$ cat src/design/sgirle_pkg.sv
// Package for the SGI RGB run-length scanline decoder.
// Holds the shared types, register indexes, reset values and decoder codes.
// Depends on nothing; every other design file imports it.
`default_nettype none

package sgirle_pkg;

   // Defaults for the top-level parameters.
   localparam int MAX_WIDTH_DEFAULT  = 4096;
   localparam int MAX_HEIGHT_DEFAULT = 4096;

   // Field widths.
   localparam int BYTE_W   = 8;
   localparam int ROW_W    = 12;
   localparam int PLANE_W  = 2;
   localparam int XPOS_W   = 13;
   localparam int COUNT_W  = 7;
   localparam int ADDR_W   = 26;
   localparam int PLANES_W = 3;

   // Control register port.
   localparam int CSR_INDEX_W = 2;
   localparam int CSR_DATA_W  = 13;

   localparam logic [CSR_INDEX_W-1:0] CSR_STORAGE_MODE = 2'd0;
   localparam logic [CSR_INDEX_W-1:0] CSR_IMAGE_WIDTH  = 2'd1;
   localparam logic [CSR_INDEX_W-1:0] CSR_PLANE_COUNT  = 2'd2;

   // Register reset values.
   localparam logic                MODE_RESET   = 1'b0;
   localparam logic [XPOS_W-1:0]   WIDTH_RESET  = 13'd512;
   localparam logic [PLANES_W-1:0] PLANES_RESET = 3'd3;

   // Storage modes.
   localparam logic MODE_VERBATIM = 1'b0;
   localparam logic MODE_RLE      = 1'b1;

   // A single-plane image replicates grey into green and blue.
   localparam logic [PLANES_W-1:0] GREY_PLANES = 3'd1;

   // Bit of a control byte that selects a literal block over a run.
   localparam int LITERAL_BIT = 7;

   // Result kinds.
   localparam logic KIND_WRITE = 1'b0;
   localparam logic KIND_EOL   = 1'b1;

   typedef enum logic [1:0] {
      PH_CONTROL = 2'd0,
      PH_LITERAL = 2'd1,
      PH_RUN     = 2'd2,
      PH_ENDED   = 2'd3
   } sgirle_phase_type;

   typedef struct packed {
      logic                storage_mode;
      logic [XPOS_W-1:0]   image_width;
      logic [PLANES_W-1:0] plane_count;
   } sgirle_cfg_type;

   typedef struct packed {
      logic [BYTE_W-1:0]  data_byte;
      logic [ROW_W-1:0]   row;
      logic [PLANE_W-1:0] plane;
      logic               row_start;
   } sgirle_req_type;

   typedef struct packed {
      logic               kind;
      logic [ADDR_W-1:0]  pixel_address;
      logic [BYTE_W-1:0]  pixel_value;
      logic [COUNT_W-1:0] run_length;
      logic               grey_copy;
      logic               overrun;
   } sgirle_rsp_type;

endpackage

`default_nettype wire

$ cat src/design/sgirle_chan_if.sv
// Valid/ready channel interfaces for requests and results of the decoder.
// Depends on sgirle_pkg for the field widths.
`default_nettype none

interface sgirle_req_if;
   import sgirle_pkg::*;

   logic               valid;
   logic               ready;
   logic [BYTE_W-1:0]  data_byte;
   logic [ROW_W-1:0]   row;
   logic [PLANE_W-1:0] plane;
   logic               row_start;

   modport source (output valid, data_byte, row, plane, row_start, input ready);
   modport sink   (input valid, data_byte, row, plane, row_start, output ready);
endinterface

interface sgirle_rsp_if;
   import sgirle_pkg::*;

   logic               valid;
   logic               ready;
   logic               kind;
   logic [ADDR_W-1:0]  pixel_address;
   logic [BYTE_W-1:0]  pixel_value;
   logic [COUNT_W-1:0] run_length;
   logic               grey_copy;
   logic               overrun;

   modport source (output valid, kind, pixel_address, pixel_value, run_length,
                   grey_copy, overrun, input ready);
   modport sink   (input valid, kind, pixel_address, pixel_value, run_length,
                   grey_copy, overrun, output ready);
endinterface

`default_nettype wire

$ cat src/design/sgirle_in_stage.sv
// Input register of the decoder: holds one request until the decode logic retires it.
// Depends on sgirle_pkg.
`default_nettype none

module sgirle_in_stage (
   input  logic                      clock,
   input  logic                      reset,
   input  logic                      in_valid,
   input  sgirle_pkg::sgirle_req_type in_data,
   output logic                      in_ready,
   output logic                      out_valid,
   output sgirle_pkg::sgirle_req_type out_data,
   input  logic                      out_take
);
   import sgirle_pkg::*;

   logic           valid_ff, valid_in;
   sgirle_req_type data_ff, data_in;

   // The register may refill in the same cycle as its content retires.
   assign in_ready = !valid_ff || out_take;

   always_comb begin
      valid_in = valid_ff;
      data_in  = data_ff;
      if (in_valid && in_ready) begin
         valid_in = 1'b1;
         data_in  = in_data;
      end else if (out_take) begin
         valid_in = 1'b0;
      end
   end

   always_ff @(posedge clock) begin
      if (reset) begin
         valid_ff <= 1'b0;
      end else begin
         valid_ff <= valid_in;
      end
   end

   always_ff @(posedge clock) begin
      data_ff <= data_in;
   end

   assign out_valid = valid_ff;
   assign out_data  = data_ff;

endmodule

`default_nettype wire

$ cat src/design/sgirle_decode.sv
// Scanline decode logic and decoder state (phase, count, position, row, plane).
// Depends on sgirle_pkg.
`default_nettype none

module sgirle_decode #(
   parameter int MAX_WIDTH  = sgirle_pkg::MAX_WIDTH_DEFAULT,
   parameter int MAX_HEIGHT = sgirle_pkg::MAX_HEIGHT_DEFAULT
) (
   input  logic                      clock,
   input  logic                      reset,
   input  sgirle_pkg::sgirle_cfg_type cfg,
   input  sgirle_pkg::sgirle_req_type item,
   input  logic                      item_take,
   output logic                      has_result,
   output sgirle_pkg::sgirle_rsp_type result
);
   import sgirle_pkg::*;

   localparam int XMAX = (1 << XPOS_W) - 1;
   localparam logic [XPOS_W-1:0] WIDTH_CAP =
      (MAX_WIDTH > XMAX) ? XPOS_W'(XMAX) : XPOS_W'(MAX_WIDTH);
   localparam logic [16:0] HEIGHT_LIM = 17'(MAX_HEIGHT);

   sgirle_phase_type   phase_ff, phase_in;
   logic [COUNT_W-1:0] rem_ff, rem_in;
   logic [XPOS_W-1:0]  x_ff, x_in;
   logic [ROW_W-1:0]   row_ff, row_in;
   logic [PLANE_W-1:0] plane_ff, plane_in;

   // State as seen by this byte: a row start restarts the line first.
   sgirle_phase_type   phase_e;
   logic [COUNT_W-1:0] rem_e;
   logic [XPOS_W-1:0]  x_e;
   logic [ROW_W-1:0]   row_e;
   logic [PLANE_W-1:0] plane_e;

   logic [XPOS_W-1:0]   width_eff;
   logic [COUNT_W-1:0]  count;
   logic [COUNT_W-1:0]  rem_dec;
   logic [COUNT_W-1:0]  wr_len;
   logic                is_write;
   logic                is_eol;
   logic [XPOS_W:0]     x_sum;
   logic                over;
   logic [ADDR_W-3:0]   row_base;
   logic [ADDR_W-3:0]   linear;

   assign phase_e = item.row_start ? PH_CONTROL : phase_ff;
   assign rem_e   = item.row_start ? '0 : rem_ff;
   assign x_e     = item.row_start ? '0 : x_ff;
   assign row_e   = item.row_start ? item.row : row_ff;
   assign plane_e = item.row_start ? item.plane : plane_ff;

   assign width_eff = (cfg.image_width > WIDTH_CAP) ? WIDTH_CAP : cfg.image_width;
   assign count     = item.data_byte[COUNT_W-1:0];
   assign rem_dec   = rem_e - 7'd1;

   assign is_write = (cfg.storage_mode == MODE_VERBATIM) ||
                     (phase_e == PH_LITERAL) || (phase_e == PH_RUN);
   assign is_eol   = (cfg.storage_mode == MODE_RLE) && (phase_e == PH_CONTROL) &&
                     (count == '0);
   assign wr_len   = ((cfg.storage_mode == MODE_RLE) && (phase_e == PH_RUN)) ?
                     rem_e : 7'd1;

   assign x_sum    = (XPOS_W+1)'(x_e) + (XPOS_W+1)'(wr_len);
   assign over     = (x_sum > (XPOS_W+1)'(width_eff)) || (17'(row_e) >= HEIGHT_LIM);

   // Byte address (row * width + x) * 4 + plane, kept to the address width. Only the
   // low bits of the pixel index survive the final shift, so the product is kept to
   // those bits.
   assign row_base = (ADDR_W-2)'(row_e) * (ADDR_W-2)'(width_eff);
   assign linear   = row_base + (ADDR_W-2)'(x_e);

   // Next state.
   always_comb begin
      phase_in = phase_e;
      rem_in   = rem_e;
      x_in     = x_e;
      row_in   = row_e;
      plane_in = plane_e;
      if (cfg.storage_mode == MODE_RLE) begin
         unique case (phase_e)
            PH_CONTROL: begin
               if (count == '0) begin
                  phase_in = PH_ENDED;
               end else begin
                  rem_in   = count;
                  phase_in = item.data_byte[LITERAL_BIT] ? PH_LITERAL : PH_RUN;
               end
            end
            PH_LITERAL: begin
               rem_in = rem_dec;
               if (rem_dec == '0) begin
                  phase_in = PH_CONTROL;
               end
            end
            PH_RUN: begin
               rem_in   = '0;
               phase_in = PH_CONTROL;
            end
            PH_ENDED: begin
               phase_in = PH_ENDED;
            end
            default: begin
               phase_in = PH_CONTROL;
            end
         endcase
      end
      if (is_write && !over) begin
         x_in = x_sum[XPOS_W-1:0];
      end
   end

   // Result.
   always_comb begin
      has_result = 1'b0;
      result     = '0;
      if (is_write) begin
         has_result           = 1'b1;
         result.kind          = KIND_WRITE;
         result.pixel_address = {linear, plane_e};
         result.pixel_value   = item.data_byte;
         result.run_length    = wr_len;
         result.grey_copy     = (cfg.storage_mode == MODE_VERBATIM) &&
                                (cfg.plane_count == GREY_PLANES);
         result.overrun       = over;
      end else if (is_eol) begin
         has_result  = 1'b1;
         result.kind = KIND_EOL;
      end
   end

   always_ff @(posedge clock) begin
      if (reset) begin
         phase_ff <= PH_CONTROL;
         rem_ff   <= '0;
         x_ff     <= '0;
         row_ff   <= '0;
         plane_ff <= '0;
      end else if (item_take) begin
         phase_ff <= phase_in;
         rem_ff   <= rem_in;
         x_ff     <= x_in;
         row_ff   <= row_in;
         plane_ff <= plane_in;
      end
   end

endmodule

`default_nettype wire

$ cat src/design/sgirle_out_stage.sv
// Result register of the decoder: holds one result until the consumer takes it.
// Depends on sgirle_pkg.
`default_nettype none

module sgirle_out_stage (
   input  logic                      clock,
   input  logic                      reset,
   input  logic                      load,
   input  sgirle_pkg::sgirle_rsp_type load_data,
   output logic                      can_load,
   output logic                      out_valid,
   output sgirle_pkg::sgirle_rsp_type out_data,
   input  logic                      out_ready
);
   import sgirle_pkg::*;

   logic           valid_ff, valid_in;
   sgirle_rsp_type data_ff, data_in;

   assign can_load = !valid_ff || out_ready;

   always_comb begin
      valid_in = valid_ff;
      data_in  = data_ff;
      if (load) begin
         valid_in = 1'b1;
         data_in  = load_data;
      end else if (out_ready) begin
         valid_in = 1'b0;
      end
   end

   always_ff @(posedge clock) begin
      if (reset) begin
         valid_ff <= 1'b0;
      end else begin
         valid_ff <= valid_in;
      end
   end

   always_ff @(posedge clock) begin
      data_ff <= data_in;
   end

   assign out_valid = valid_ff;
   assign out_data  = data_ff;

endmodule

`default_nettype wire

$ cat src/design/sgi_rle_scanline_decoder.sv
// Top level of the SGI RGB scanline decoder: control registers, input register,
// decode logic and result register. Depends on sgirle_pkg, sgirle_chan_if and the
// sgirle_in_stage, sgirle_decode and sgirle_out_stage modules.
//
//   Channel    Direction  Handshake              Carries
//   req_chan   in         valid/ready            one scanline byte with row, plane, start
//   rsp_chan   out        valid/ready            one pixel write or end-of-row marker
//   csr_*      in         write enable only      storage mode, image width, plane count
//
// The decoder takes one request per cycle unless the result register is stalled.
// A request is captured in the input register and decoded from there; its result
// (if any) is loaded into the result register and appears on the result channel.
// The rate is set by the single decode stage, whose longest path is the row-times-width
// multiply plus the column add. When the consumer stalls, the result register holds
// its result while the input register still takes one more request; a request that
// produces no result retires even while the output is stalled. Reset is synchronous
// and clears all control state; there is no clearing pass.
`default_nettype none

module sgi_rle_scanline_decoder #(
   parameter int MAX_WIDTH  = sgirle_pkg::MAX_WIDTH_DEFAULT,
   parameter int MAX_HEIGHT = sgirle_pkg::MAX_HEIGHT_DEFAULT
) (
   input  logic                                clock,
   input  logic                                reset,
   sgirle_req_if.sink                          req_chan,
   sgirle_rsp_if.source                        rsp_chan,
   input  logic                                csr_we,
   input  logic [sgirle_pkg::CSR_INDEX_W-1:0]  csr_index,
   input  logic [sgirle_pkg::CSR_DATA_W-1:0]   csr_wdata
);
   import sgirle_pkg::*;

   // Control registers. They must be written only while the block is idle; the block itself does not enforce this.
   sgirle_cfg_type cfg_ff, cfg_in;

   always_comb begin
      cfg_in = cfg_ff;
      if (csr_we) begin
         unique case (csr_index)
            CSR_STORAGE_MODE: cfg_in.storage_mode = csr_wdata[0];
            CSR_IMAGE_WIDTH:  cfg_in.image_width  = csr_wdata[XPOS_W-1:0];
            CSR_PLANE_COUNT:  cfg_in.plane_count  = csr_wdata[PLANES_W-1:0];
            default:          cfg_in = cfg_ff;
         endcase
      end
   end

   always_ff @(posedge clock) begin
      if (reset) begin
         cfg_ff.storage_mode <= MODE_RESET;
         cfg_ff.image_width  <= WIDTH_RESET;
         cfg_ff.plane_count  <= PLANES_RESET;
      end else begin
         cfg_ff <= cfg_in;
      end
   end

   // Request capture.
   sgirle_req_type req_data;
   sgirle_req_type item;
   logic           item_valid;
   logic           item_take;

   assign req_data.data_byte = req_chan.data_byte;
   assign req_data.row       = req_chan.row;
   assign req_data.plane     = req_chan.plane;
   assign req_data.row_start = req_chan.row_start;

   sgirle_in_stage u_in_stage (
      .clock     (clock),
      .reset     (reset),
      .in_valid  (req_chan.valid),
      .in_data   (req_data),
      .in_ready  (req_chan.ready),
      .out_valid (item_valid),
      .out_data  (item),
      .out_take  (item_take)
   );

   // Decode. The decoder state advances exactly when the held request retires.
   logic           has_result;
   sgirle_rsp_type result;
   logic           out_can_load;
   logic           out_load;

   sgirle_decode #(
      .MAX_WIDTH  (MAX_WIDTH),
      .MAX_HEIGHT (MAX_HEIGHT)
   ) u_decode (
      .clock      (clock),
      .reset      (reset),
      .cfg        (cfg_ff),
      .item       (item),
      .item_take  (item_take),
      .has_result (has_result),
      .result     (result)
   );

   // A request retires when it has no result, or when the result register is free.
   assign item_take = item_valid && (!has_result || out_can_load);
   assign out_load  = item_valid && has_result && out_can_load;

   // Result register.
   sgirle_rsp_type rsp_data;

   sgirle_out_stage u_out_stage (
      .clock     (clock),
      .reset     (reset),
      .load      (out_load),
      .load_data (result),
      .can_load  (out_can_load),
      .out_valid (rsp_chan.valid),
      .out_data  (rsp_data),
      .out_ready (rsp_chan.ready)
   );

   assign rsp_chan.kind          = rsp_data.kind;
   assign rsp_chan.pixel_address = rsp_data.pixel_address;
   assign rsp_chan.pixel_value   = rsp_data.pixel_value;
   assign rsp_chan.run_length    = rsp_data.run_length;
   assign rsp_chan.grey_copy     = rsp_data.grey_copy;
   assign rsp_chan.overrun       = rsp_data.overrun;

   // A request that produces no result never waits on the output side.
   a_no_result_retires: assert property (@(posedge clock) disable iff (reset)
      (item_valid && !has_result) |-> item_take)
      else $error("request without result did not retire");

   // An end-of-row marker carries no write information.
   a_eol_clean: assert property (@(posedge clock) disable iff (reset)
      (out_load && result.kind == KIND_EOL) |->
         (result.pixel_address == '0 && result.pixel_value == '0 &&
          result.run_length == '0 && !result.grey_copy && !result.overrun))
      else $error("end-of-row marker carries write fields");

   // The result register only empties after the consumer has taken its result.
   a_rsp_drop: assert property (@(posedge clock) disable iff (reset)
      $fell(rsp_chan.valid) |-> $past(rsp_chan.ready))
      else $error("result dropped without handshake");

endmodule

`default_nettype wire

$ cat src/flat_wrapper.sv
// flat-port wrapper written by rule: the top's interface ports become plain ports
module sgi_rle_scanline_decoder_flat import sgirle_pkg::*;
#(
   parameter int MAX_WIDTH  = sgirle_pkg::MAX_WIDTH_DEFAULT,
   parameter int MAX_HEIGHT = sgirle_pkg::MAX_HEIGHT_DEFAULT
)
  (clock, reset, csr_we, csr_index, csr_wdata, req_chan_valid, req_chan_data_byte, req_chan_row, req_chan_plane, req_chan_row_start, req_chan_ready, rsp_chan_valid, rsp_chan_kind, rsp_chan_pixel_address, rsp_chan_pixel_value, rsp_chan_run_length, rsp_chan_grey_copy, rsp_chan_overrun, rsp_chan_ready);
  sgirle_req_if req_chan_i ();
  sgirle_rsp_if rsp_chan_i ();
  input  logic clock;
  input  logic reset;
  input  logic csr_we;
  input  logic [sgirle_pkg::CSR_INDEX_W-1:0] csr_index;
  input  logic [sgirle_pkg::CSR_DATA_W-1:0] csr_wdata;
  input wire logic [$bits(req_chan_i.valid)-1:0] req_chan_valid;
  input wire logic [$bits(req_chan_i.data_byte)-1:0] req_chan_data_byte;
  input wire logic [$bits(req_chan_i.row)-1:0] req_chan_row;
  input wire logic [$bits(req_chan_i.plane)-1:0] req_chan_plane;
  input wire logic [$bits(req_chan_i.row_start)-1:0] req_chan_row_start;
  output wire logic [$bits(req_chan_i.ready)-1:0] req_chan_ready;
  output wire logic [$bits(rsp_chan_i.valid)-1:0] rsp_chan_valid;
  output wire logic [$bits(rsp_chan_i.kind)-1:0] rsp_chan_kind;
  output wire logic [$bits(rsp_chan_i.pixel_address)-1:0] rsp_chan_pixel_address;
  output wire logic [$bits(rsp_chan_i.pixel_value)-1:0] rsp_chan_pixel_value;
  output wire logic [$bits(rsp_chan_i.run_length)-1:0] rsp_chan_run_length;
  output wire logic [$bits(rsp_chan_i.grey_copy)-1:0] rsp_chan_grey_copy;
  output wire logic [$bits(rsp_chan_i.overrun)-1:0] rsp_chan_overrun;
  input wire logic [$bits(rsp_chan_i.ready)-1:0] rsp_chan_ready;
  assign req_chan_i.valid = req_chan_valid;
  assign req_chan_i.data_byte = req_chan_data_byte;
  assign req_chan_i.row = req_chan_row;
  assign req_chan_i.plane = req_chan_plane;
  assign req_chan_i.row_start = req_chan_row_start;
  assign req_chan_ready = req_chan_i.ready;
  assign rsp_chan_valid = rsp_chan_i.valid;
  assign rsp_chan_kind = rsp_chan_i.kind;
  assign rsp_chan_pixel_address = rsp_chan_i.pixel_address;
  assign rsp_chan_pixel_value = rsp_chan_i.pixel_value;
  assign rsp_chan_run_length = rsp_chan_i.run_length;
  assign rsp_chan_grey_copy = rsp_chan_i.grey_copy;
  assign rsp_chan_overrun = rsp_chan_i.overrun;
  assign rsp_chan_i.ready = rsp_chan_ready;
  sgi_rle_scanline_decoder #(.MAX_WIDTH(MAX_WIDTH), .MAX_HEIGHT(MAX_HEIGHT)) u_core (.clock(clock), .reset(reset), .req_chan(req_chan_i), .rsp_chan(rsp_chan_i), .csr_we(csr_we), .csr_index(csr_index), .csr_wdata(csr_wdata));
endmodule
$ cat config.mk
export PLATFORM = sky130hd
export DESIGN_NAME = sgi_rle_scanline_decoder_flat
export DESIGN_NICKNAME = d
export VERILOG_FILES = /design/src/design/sgirle_pkg.sv /design/src/design/sgirle_chan_if.sv /design/src/design/sgirle_in_stage.sv /design/src/design/sgirle_decode.sv /design/src/design/sgirle_out_stage.sv /design/src/design/sgi_rle_scanline_decoder.sv /design/src/flat_wrapper.sv
export SDC_FILE = /design/constraint.sdc
export NUM_CORES = 1
export LEC_CHECK = 0
export BUFFER_PORTS_ARGS = -buffer_cell sky130_fd_sc_hd__buf_2
export CORE_MARGIN = 2
export CORE_UTILIZATION = 40
export DETAILED_ROUTE_END_ITERATION = 8
export MAX_ROUTING_LAYER = met4
export PLACE_DENSITY = 0.66
export SLEW_MARGIN = 10
export SYNTH_ARGS = -nofsm -noshare
export SYNTH_HDL_FRONTEND = slang
export SYNTH_HIERARCHICAL = 1
export SYNTH_SLANG_ARGS = --single-unit
$ cat constraint.sdc
create_clock -name clock -period 7.2 [get_ports clock]
set_input_delay 0 -clock clock [delete_from_list [all_inputs] [get_ports clock]]
set_output_delay 0 -clock clock [all_outputs]
set_load 0.02 [all_outputs]
; ---- Word level (Yosys, flattened, before mapping)
; Cells that the tools add are included.
[op_classes]
n_lt_le_gt_ge = 2
bitwise = 1
n_shift = 0
eq_ne = 6
mul = 1
div = 0
addsub = 3
reduce_logical = 27
n_mux = 22
[ops]
columns = op, count
row1 = 13-bit two-way mux, 3
row2 = 7-bit two-way mux, 4
row3 = 24-bit by 13-bit adder with 24-bit output, 1
row4 = 12-bit by 13-bit multiplier with 24-bit output, 1
row5 = 7-bit case mux with 3 select lines, 1
row6 = 13-bit by 7-bit adder with 14-bit output, 1
row7 = 14-bit by 13-bit greater-than comparator with 1-bit output, 1
row8 = 7-bit zero test, 2
row9 = "13-bit greater-than comparator, second input constant", 1
row10 = 12-bit two-way mux, 1
row11 = 2-bit two-way mux, 6
row12 = 1-bit logical AND, 9
row13 = 2-bit case mux with 4 select lines, 1
row14 = "7-bit by 1-bit subtractor with 7-bit output, second input constant", 1
row15 = "2-bit equality test, second input constant", 3
row16 = 1-bit two-way mux, 6
row17 = 2-bit AND reduction, 3
row18 = 1-bit logical OR, 5
row19 = "2-bit by 1-bit equality test with 1-bit output, second input constant", 2
row20 = 1-bit zero test, 4
row21 = 2-bit zero test, 2
row22 = 2-bit nonzero test, 2
row23 = "3-bit by 1-bit equality test with 1-bit output, second input constant", 1
row24 = 1-bit NOT, 1
[word_totals]
mem_bits_ro = 0
word_cells = 82
ram_bits = 0
mem_count = 0
latch_bits = 0
reg_bits = 122

; ---- Longest topological paths before layout
; Gate-level depths: netlist of run 1.
[logic_depth]
word_depth = 12
mapped_depth = 23
ltp_nobuf = 20

; ---- By module
; Netlist of run 1, hierarchy kept.
[modules_own_cells]
columns = mod, area_per_inst_um2, cells_each, instances
row1 = sgirle_decode, 8346.8, 1040, 1
row2 = sgirle_out_stage, 1367.6, 48, 1
row3 = sgi_rle_scanline_decoder, 785.8, 78, 1
row4 = sgirle_in_stage, 745.7, 28, 1

; ---- Least setup slack after synthesis of run 1
; OpenSTA, ideal clock, no wires.
[synth_timing]
path_kind = reg2reg
start = reg u_core.u_in_stage.data_ff, in the netlist u_core/u_in_stage/out_data[0]
end = reg u_core.u_out_stage.data_ff, in the netlist u_core/u_out_stage/out_data[42] (data pin)
setup_slack_ps = 727
path_buffers = 4
path_stages_with_launch = 24
synth_period_minus_slack_ps = 6473
arrival_ps = 6207
required_ps = 6934
cell_sequence = edfxtp_1 > buf_4 > clkbuf_1 > buf_2 > mux2i_1 > clkbuf_1 > nor2_1 > fa_1 > inv_1 > fa_1 > inv_1 > fa_1 > fa_1 > inv_1 > fa_1 > inv_1 > ha_1 > a21o_1 > a31oi_1 > o221ai_1 > a2111oi_0 > o31ai_1 > xnor2_1 > nor2_1
[synth_via]
elab_chain_cells = 4
word_cells_on_any_way = 9
cone_classes = add/sub (1) / mul (1) / eq/ne (2) / mux (3) / reduce/logical (2)
[synth_rtl]
columns = item, line
row1 = from (decl), sgirle_in_stage.sv:18  ; sgirle_req_type data_ff, data_in;
row2 = from (signal assigned), sgirle_in_stage.sv:43  ; data_ff <= data_in;
row3 = "parallel branches: the longest is 4 deep, another holds 12-bit by 13-bit multiplier with 24-bit output", --
row4 = to (signal assigned), sgirle_out_stage.sv:42  ; data_ff <= data_in;
row5 = to (decl), sgirle_out_stage.sv:18  ; sgirle_rsp_type data_ff, data_in;
; Parallel ways; which one is timed is not known.
; A chain may end at the register's enable or synchronous reset.

; ---- Worst setup path in the final report of run 1
; Same ends and word-level chain as after synthesis.

==> impl_metrics.toml, run 1 <==
[timing]
period_needed_ns = 6.652
max_freq_mhz = 150.3
fin_worst_skew_ns = 0.01035
rsz0062_at_grt = "false"
min_period_over_period_pct = 92.38
worst_slack_ns = 0.5484
final.setup.tns_ns = 0
max-slew-margin-rel_pct = 48.32
finalSetupViolCount = 0
max_slew.worst_pin.slew_ns = 0.7752
drv_slew = 0
hold_violations = 0

[die]
num_rows = 61
die_y_um = 171.7
die_x_um = 171.7
pin_count = 89
die_area_mm2 = 0.02947
start_util_pct = 40.59
core_area_mm2 = 0.02771

[synthesis]
synthTopCellsByCount = "inv_1 (208), nor2_1 (154), fa_1 (122)"
synth_area_leaders = "fa_1 (22%), edfxtp_1 (18%), ha_1 (9.9%), dfxtp_1 (9.8%), inv_1 (6.9%)"
synth_top_area_cell = "fa_1"
ys.flop_type = "edfxtp_1"
synthArstFlopShare_pct = 0
synth-edff-count = 67
ys_seq_area_share_pct = 27.68
syn_nets = 1448
netlist.area_leader.share_pct = 21.72
synth_area_mm2 = 0.01125
synth_cell_type_count = 74
ys_seq_elements = 122
yosysWarningCount = 6
yosysMostFrequentCell = "inv_1"
syn_inst = 1194
syn_area_per_cell_um2 = 9.419

[cts]
cts.path.max_buffers = 2
htree_num_levels = 4
cts_buffers = 17
root_buffer = "clkbuf_16"
cts_tree = "done"
clk_pin_slew_ns = 0.07
clock-sinks = 122
insertion_delay_ns = 0.43

[power_and_ir_drop]
finalPower_mw = 2.175
p_per_area_mw_per_mm2 = 165.3
p_int_mw = 1.471
p_leak_nw = 6.181
p_comb_share_pct = 22.0
switching_share_pct = 32.40
pwr-share-seq_pct = 37.1
ir_drop_uv = 128.0
pwr-share-clk_pct = 40.9
p_switching_mw = 0.7048

[worst_hold_path]
hold_class = "primary input to flip-flop"

[grt]
grt_util_all_layers_pct = 19.31
grt_pass1_vias = 8241
grt_max_degree = 61
overflow = 0
antenna_found_initial = 0
grt_pass1_wl_um = 42500

[worst_setup_path]
path_common_cell = "fa_1"
cp_num_buf_inv = 4
start_kind = "flip-flop"
path_max_fanout = 14
critical_path.cell_chain = "buf_4 -> mux2_2 -> nand2_1 -> fa_1 -> inv_1 -> fa_1 -> fa_1 -> fa_1 -> inv_1 -> fa_1 -> inv_1 -> ha_1 -> a21o_1 -> a31oi_1 -> o221ai_1 -> a2111oi_0 -> o31ai_1 -> xnor2_1 -> nor2_1"
critPathTopFamily = "adder cells"
critPathKind = "flip-flop to flip-flop"
cp.arrival_ns = 6.83
cp_slowest_cell = "a2111oi_0"
cp.required_ns = 7.38
cp-end-kind = "flip-flop"
slowest_delay_ns = 0.68

[placed_design]
hpwl_um = 20860
gp_congestion = 0.9238
dp_cells = 1649
pre_cts_slack_ns = 0.5727
io_buffers = 88

[route]
totalWireLength_um = 27000
dr.pass1.iters = 5
drc_errors = 0
wl_per_cell_um = 15.69
final_antenna_net_count = 0
via_per_inst = 4.962
drtIter0Drc = 651
vias = 8540

[job]
cap_viol_max_count = 0

[finish]
finalNonFillerCells = 1721
drive_gt1_share_pct = 13.03
n_antenna_cell = 0
final_util_pct = 47.51
final_nets = 1584
syn2layout_area_growth_pct = 17.04

[outcome]
outcome = "finished clean"
==> placed cells by master (no fill, tap or decap), types with 3 or more instances in the layout <==
| cell type | count |
|---|---|
| mux2_2 | 9 |
| xor2_1 | 10 |
| clkbuf_16 | 17 |
| ha_1 | 89 |
| a211oi_1 | 12 |
| nand2_1 | 104 |
| buf_4 | 27 |
| nor3_1 | 13 |
| nand2b_1 | 47 |
| o21a_1 | 11 |
| a21oi_1 | 26 |
| a22oi_1 | 8 |
| buf_2 | 88 |
| dfxtp_1 | 55 |
| a21o_1 | 11 |
| o31ai_1 | 3 |
| o211ai_1 | 5 |
| dlygate4sd3_1 | 40 |
| mux2i_1 | 37 |
| fa_1 | 122 |
| a22o_1 | 8 |
| inv_6 | 6 |
| and2_1 | 31 |
| nor2b_1 | 22 |
| o21ai_0 | 18 |
| nor2_1 | 154 |
| xnor2_1 | 22 |
| inv_8 | 6 |
| nand3_1 | 4 |
| inv_1 | 208 |
| clkinv_1 | 3 |
| edfxtp_1 | 67 |
==> metrics by stage <==
stage,area (µm²),hold WS (ns)
4_1_cts,13160,0.007794
2_1_floorplan,11250,0.06244
5_1_grt,13160,0.02270
3_3_place_gp,12170,0.1776
6_report,13160,0.02003
3_5_place_dp,12170,0.1785
==> final timing paths <==
kind / start / to / slack, ns / cells past startpoint
max reg2reg: u_core/u_in_stage/out_data[0] / u_core/u_out_stage/out_data[42] / 0.55 / 19
min reg2reg: u_core/cfg_ff[10] / u_core/cfg_ff[10] / 0.47 / 2
min: csr_we / u_core/cfg_ff[1] / 0.02 / 3
max: u_core/u_in_stage/out_data[0] / u_core/u_out_stage/out_data[42] / 0.55 / 19
==> tightest hold or removal path: stages <==
cell	delay, ns
buf_2	0.09
and3b_2	0.24
mux2i_1	0.08
==> metal layers <==
layer  vias to the layer above  part of all wire (%)  global-route usage, %
li1                       4095                     -                      -
met5                         -                     0                      -
met3                        43                   5.6                  3.014
met4                         0                   2.2                  5.527
met1                      4140                    44                  25.46
met2                       262                    48                  30.91
==> power groups by stage <==
stage | combinational (mW) | clock [mW] | sequential (mW)
3_5_place_dp | 0.462 | 0 | 0.823
2_1_floorplan | 0.305 | 0 | 0.845
6_report | 0.478 | 0.889 | 0.808
4_1_cts | 0.482 | 0.904 | 0.808
3_3_place_gp | 0.452 | 0 | 0.823
5_1_grt | 0.535 | 0.933 | 0.812
==> logic make-up after synthesis <==
| kind of cell | synth area share, % |
|---|---|
| simple gates | 16.83 |
| compound gates | 8.367 |
| flops | 27.68 |
| buf+inv | 8.812 |
| mux | 4.195 |
| xor+xnor | 2.492 |
| fa+ha+maj | 31.62 |
==> registers in the layout (all words and copies together), names as in the netlist <==
register                      count
u_core/u_out_stage/out_data      44
u_core/u_in_stage/out_data       23
u_core/cfg_ff                    17
u_core/u_decode/x_ff             13
u_core/u_decode/row_ff           12
u_core/u_decode/rem_ff            7
u_core/u_decode/phase_ff          2
u_core/u_decode/plane_ff          2
u_core/u_in_stage/out_valid       1
u_core/u_out_stage/out_valid      1
==> repair_timing <==
action,in CTS,in global routing
setup buffers,0,0
endpoints found under the hold margin,42,0
resized for setup,0,0
hold buffers,40,0
==> area by class of cell <==
type | instances | area, µm²
Tap cell | 378 | 473.0
Inverter | 212 | 795.8
Clock inverter | 15 | 165.2
Fill cell | 2586 | 14540
Multi-Input combinational cell | 822 | 7147
Timing Repair Buffer | 155 | 1044
Clock buffer | 17 | 425.4
Sequential cell | 122 | 3113
Note: power is estimated with default switching activity, not from simulation.
==> inputs of run 2 (changes only) <==
Settings changed: CORE_ASPECT_RATIO set to 0.9, PLACE_DENSITY 0.66 to 0.68.
Clock period 7.2 ns to 5.4 ns, I/O delays scaled along.
==> impl_metrics.toml, run 2 (same netlist as run 1, synthesis figures left out) <==
[power_and_ir_drop]
p_leak_nw = 6.817
ir_drop_uv = 174.1
p_switching_mw = 0.9881
pwr-share-clk_pct = 38.5
p_int_mw = 2.104
p_comb_share_pct = 26.6
switching_share_pct = 31.95
p_per_area_mw_per_mm2 = 211.7
pwr-share-seq_pct = 34.9

[worst_setup_path]
path_max_fanout = 8
critPathKind = "flip-flop to flip-flop"
cp-end-kind = "flip-flop"
path_common_cell = "fa_1"
cp_slowest_cell = "fa_1"
cp.required_ns = 5.57
slowest_delay_ns = 0.54
start_kind = "flip-flop"
cp.arrival_ns = 5.62
critical_path.cell_chain = "buf_6 -> buf_4 -> mux2_4 -> nand2_1 -> fa_1 -> fa_1 -> inv_1 -> fa_1 -> fa_1 -> inv_1 -> fa_1 -> inv_2 -> ha_4 -> a21o_1 -> a21o_1 -> a21oi_4 -> a21oi_4 -> o31a_1 -> nor3_2 -> nor3_2"

[route]
wl_per_cell_um = 15.80
dr.pass1.iters = 6
final_antenna_net_count = 0
drc_errors = 0
totalWireLength_um = 28750
vias = 9058
drtIter0Drc = 586
via_per_inst = 4.977

[timing]
fin_worst_skew_ns = 0.01833
max-slew-margin-rel_pct = 34.43
timing.hold.ws_ns = 0.2235
max_freq_mhz = 183.5
rsz0062_at_grt = "true"
worst_slack_ns = -0.04833
finalSetupViolCount = 5
period_needed_ns = 5.448
final.setup.tns_ns = -0.1252
hold_violations = 0
drv_slew = 0
max_slew.worst_pin.slew_ns = 0.9836
min_period_over_period_pct = 100.9

[outcome]
outcome = "finished with violations"
violations = "negative setup slack"

[cts]
clock-sinks = 122
cts.path.max_buffers = 2
cts_buffers = 17
htree_num_levels = 4
clk_pin_slew_ns = 0.07
insertion_delay_ns = 0.43
cts_tree = "done"
root_buffer = "clkbuf_16"

[grt]
grt_util_met3_pct = 3.411
grt_busiest_layer = "met2"
grt_max_degree = 61
grt_pass1_wl_um = 46460
overflow = 0
grt_pass1_vias = 9109
antenna_found_initial = 1
grt_util_all_layers_pct = 20.52
met2_usage_pct = 33.15
grt_use_met1_pct = 26.70

[placed_design]
io_buffers = 88
hpwl_um = 21520
dp_cells = 1729
gp_congestion = 0.9232
placed_area_mm2 = 0.01324

[die]
num_rows = 58
core_area_mm2 = 0.02779
die_y_um = 163.1
die_x_um = 180.7
pin_count = 89
start_util_pct = 40.46
die_area_mm2 = 0.02947

[finish]
largest_register_ff_count = 44
final_cell_mix = "inv_1 (200), nor2_1 (139), buf_4 (129)"
drive_gt1_share_pct = 24.38
layout_commonest_cell = "inv_1"
final_area_mm2 = 0.01461
final_nets = 1701
finalNonFillerCells = 1820
n_antenna_cell = 0
fillCellCount = 2448
syn2layout_area_growth_pct = 29.90

[worst_hold_path]
hold_class = "primary input to flip-flop"

[job]
cap_viol_max_count = 0
==> run 2: worst paths after layout <==
path                                  from                               to  slack (ns)  cells past startpoint
min                                  reset      u_core/u_decode/phase_ff[1]        0.22                      2
max reg2reg  u_core/u_in_stage/out_data[0]  u_core/u_out_stage/out_data[39]       -0.05                     20
min reg2reg               u_core/cfg_ff[9]                 u_core/cfg_ff[9]        0.48                      2
max          u_core/u_in_stage/out_data[0]  u_core/u_out_stage/out_data[39]       -0.05                     20
==> run 2: timing repair <==
item / CTS / global route
hold endpoints to repair: 42 / 0
setup endpoints to repair: 8 / 24
hold buffers: 41 / 0
gates resized for setup: 25 / 22
pin swaps: 14 / 10
setup buffers: 9 / 8
cloned: 0 / 1
==> run 2: worst max-delay path, delay by kind of cell (launching register included) <==
family	cells	cell delay, ns
adder cells (fa/ha/maj)	6	2.70
flip-flops	1	0.42
multiplexers	1	0.35
AND/OR/NAND/NOR	3	0.31
AO/OA/AOI/OAI	5	0.93
buffers and inverters	5	0.49
==> run 2: power groups by stage <==
| stage | Combinational, mW | Clock, mW | Sequential (mW) |
|---|---|---|---|
| 6_report | 0.822 | 1.19 | 1.08 |
| 4_1_cts | 0.800 | 1.22 | 1.08 |
| 3_5_place_dp | 0.741 | 0 | 1.10 |
| 3_3_place_gp | 0.725 | 0 | 1.10 |
| 2_1_floorplan | 0.452 | 0 | 1.13 |
| 5_1_grt | 0.910 | 1.26 | 1.08 |
==> run 2: routing by layer <==
metal  up-vias  wire length, µm
met3        45             1562
li1       4325                -
met1      4393            12810
met2       295            13790
met4         0              585
met5         -                0
==> run 2: area by class of cell <==
class,instances,area (µm²),share of cell area [%]
clock buffer,18,450.4,3.084
clock inverter,14,147.6,1.011
inverter,212,799.5,5.473
multi-input combinational,823,7627,52.21
sequential,122,3114,21.32
tap,360,450.4,3.084
timing repair buffer,271,2018,13.82
==> run 2: metrics by stage <==
step | util, % | power (mW) | worst slack [ns]
detailed placement | 47.62 | 1.839 | -0.1578
floorplan | - | 1.583 | -0.09108
finish | 52.56 | 3.092 | -0.04833
CTS | 51.98 | 3.095 | -0.07524
global route | 52.56 | 3.255 | -0.2745
global placement | 47.62 | 1.822 | -0.1047
==> inputs of run 3 (changes only) <==
Settings changed: SYNTH_HIERARCHICAL 1 to not set.
==> impl_metrics.toml, run 3 <==
[worst_setup_path]
critPathTopFamily = "adder cells"
cp.arrival_ns = 5.86
cp.required_ns = 5.69
cp_slowest_cell = "fa_1"
cp-end-kind = "flip-flop"
cp_num_buf_inv = 7
critPathKind = "flip-flop to flip-flop"
cp_num_cells = 22
r2r_cells = 22
path_common_cell = "fa_1"
slowest_delay_ns = 0.51
critical_path.cell_chain = "buf_6 -> mux2i_4 -> buf_6 -> nor2_4 -> fa_1 -> inv_1 -> fa_1 -> inv_1 -> fa_1 -> inv_1 -> fa_1 -> fa_1 -> inv_2 -> ha_4 -> and2_4 -> nand3_4 -> a21oi_4 -> o21ai_4 -> a2111oi_4 -> buf_4 -> nor3_4 -> nor3_2"
path_max_fanout = 6
start_kind = "flip-flop"

[cts]
cts_buffers = 17
clk_pin_slew_ns = 0.07
cts_tree = "done"
insertion_delay_ns = 0.44
root_buffer = "clkbuf_16"
cts.path.max_buffers = 2
clock-sinks = 122
htree_num_levels = 4

[power_and_ir_drop]
p_switching_mw = 1.002
p_comb_share_pct = 27.8
pwr-share-seq_pct = 34.7
ir_drop_uv = 206.3
pwr-share-clk_pct = 37.5
p_leak_nw = 6.741
switching_share_pct = 32.43
p_int_mw = 2.087
p_per_area_mw_per_mm2 = 207.1

[finish]
final_nets = 1746
largest_register_ff_count = 44
drive_gt1_share_pct = 26.64
final_area_mm2 = 0.01491
final_cell_mix = "inv_1 (192), nand2_1 (152), buf_4 (128)"
regArea_mm2 = 0.003113
multiInputGateArea_mm2 = 0.007883
syn2layout_area_growth_pct = 32.51
n_antenna_cell = 0
layout_commonest_cell = "inv_1"
fillCellCount = 2441

[timing]
max_slew.worst_pin.slew_ns = 1.201
hold_violations = 0
min_period_over_period_pct = 103.1
period_needed_ns = 5.565
rsz0062_at_grt = "true"
fin_worst_skew_ns = 0.01282
final.setup.tns_ns = -0.8172
max-slew-margin-rel_pct = 19.59
max_freq_mhz = 179.7
finalSetupViolCount = 7
drv_slew = 0
worst_slack_ns = -0.1654

[synthesis]
synth_cell_type_count = 72
synthArstFlopShare_pct = 0
netlist.area_leader.share_pct = 21.71
ys.flop_type = "edfxtp_1"
ys_seq_elements = 122
synth-edff-count = 67
syn_inst = 1231
syn_nets = 1485
yosysMostFrequentCell = "inv_1"
synth_area_leaders = "fa_1 (22%), edfxtp_1 (18%), ha_1 (9.9%), dfxtp_1 (9.8%), inv_1 (6.8%)"
synthTopCellsByCount = "inv_1 (203), nand2_1 (158), nor2_1 (136)"
yosysWarningCount = 0
synth_area_mm2 = 0.01125
synth_top_area_cell = "fa_1"
ys_seq_area_share_pct = 27.67
syn_area_per_cell_um2 = 9.141

[placed_design]
hpwl_um = 22670
io_buffers = 88
gp_congestion = 0.9473
placed_area_mm2 = 0.01318

[die]
start_util_pct = 40.48
die_y_um = 163.1
die_x_um = 180.8
num_rows = 58
core_area_mm2 = 0.02779
pin_count = 89
die_area_mm2 = 0.02949

[route]
via_per_inst = 5.099
vias = 9510
drtIter0Drc = 642
drc_errors = 0
dr.pass1.iters = 5
wl_per_cell_um = 16.24
totalWireLength_um = 30290
final_antenna_net_count = 0

[grt]
antenna_found_initial = 0
grt_pass1_wl_um = 49100
grt_max_degree = 56
overflow = 0
grt_pass1_vias = 9693
grt_util_all_layers_pct = 21.69

[outcome]
violations = "negative setup slack"
outcome = "finished with violations"

[worst_hold_path]
hold_class = "primary input to flip-flop"
whs_path_depth = 4

[job]
cap_viol_max_count = 0
[run 3: cell types whose count changed after synthesis, moves of 10 or more]
cell	previous run	this run
nand2_1	104	158
nand2b_1	47	8
a21oi_1	26	50
mux2i_1	37	17
nor2_1	154	136
and2_1	31	16
nand3_1	4	17
nor2b_1	22	32
[run 3: logic make-up (layout without fill, tap and decap cells)]
family | after synthesis | in the layout | share of synthesized area [%]
AO/OA/AOI/OAI | 163 | 163 | 9.675
XOR/XNOR | 27 | 27 | 2.168
adder cells (fa/ha/maj) | 211 | 211 | 31.60
buffers and inverters | 246 | 518 | 8.295
flip-flops | 122 | 122 | 27.67
multiplexers | 29 | 31 | 2.713
AND/OR/NAND/NOR | 433 | 433 | 17.88
[run 3: path summary, 6_finish.rpt]
path | start | end | slack (ns)
max | u_core.u_in_stage.out_data[0] | u_core.u_out_stage.out_data[41] | -0.17
min | csr_index[1] | u_core.cfg_ff[16] | 0.02
max reg2reg | u_core.u_in_stage.out_data[0] | u_core.u_out_stage.out_data[41] | -0.17
min reg2reg | u_core.u_decode.x_ff[3] | u_core.u_decode.x_ff[3] | 0.45
[run 3: final cells by class]
type                            instances  share of cell area (%)
Sequential cell                       122                   20.88
Clock buffer                           17                   2.853
Clock inverter                         15                   1.024
Tap cell                              360                   3.021
Timing Repair Buffer                  279                   14.12
Multi-Input combinational cell        865                   52.87
Inverter                              207                   5.236
[run 3: power by group through the flow]
stage | clock network (mW) | logic, mW | registers (mW)
finish | 1.16 | 0.860 | 1.07
global route | 1.21 | 0.952 | 1.08
CTS | 1.17 | 0.776 | 1.07
detailed placement | 0 | 0.715 | 1.09
global placement | 0 | 0.700 | 1.09
floorplan | 0 | 0.441 | 1.11
[run 3: stage by stage]
| stage | hold slack, ns | util (%) | setup slack (ns) | total power [mW] | instances |
|---|---|---|---|---|---|
| after floorplan | 0.09887 | - | -0.008754 | 1.553 | 1231 |
| after global placement | 0.1790 | 47.41 | -0.3677 | 1.787 | 1767 |
| after detailed placement | 0.1785 | 47.41 | -0.4717 | 1.802 | 1767 |
| after CTS | 0.006017 | 51.91 | -0.1518 | 3.017 | 1848 |
| after global routing | 0.03921 | 53.65 | -0.3344 | 3.238 | 1865 |
| final | 0.02250 | 53.65 | -0.1654 | 3.088 | 1865 |
[run 3: what timing repair did]
| item | in CTS | in global routing |
|---|---|---|
| resized for setup | 36 | 87 |
| hold endpoints to repair | 41 | 0 |
| buffers inserted | 9 | 17 |
| setup endpoints to repair | 12 | 22 |
| hold buffers | 38 | 0 |
| gates cloned | 2 | 1 |
| pin swaps | 9 | 43 |
[run 3: routing by layer]
metal	up-vias	share of wire, %	track usage, %
li1	4524	-	-
met4	0	1.8	5.682
met2	297	46	34.06
met3	43	6.9	4.370
met5	-	0	-
met1	4646	45	28.80
[run 3: worst register-to-register path: stages, from the launching register on]
cell	delay (ns)
edfxtp_1	0.39
buf_6	0.18
mux2i_4	0.36
buf_6	0.17
nor2_4	0.03
fa_1	0.47
inv_1	0.05
fa_1	0.49
inv_1	0.06
fa_1	0.48
inv_1	0.05
fa_1	0.44
fa_1	0.51
inv_2	0.05
ha_4	0.26
and2_4	0.16
nand3_4	0.08
a21oi_4	0.25
o21ai_4	0.10
a2111oi_4	0.46
buf_4	0.20
nor3_4	0.04
nor3_2	0.13
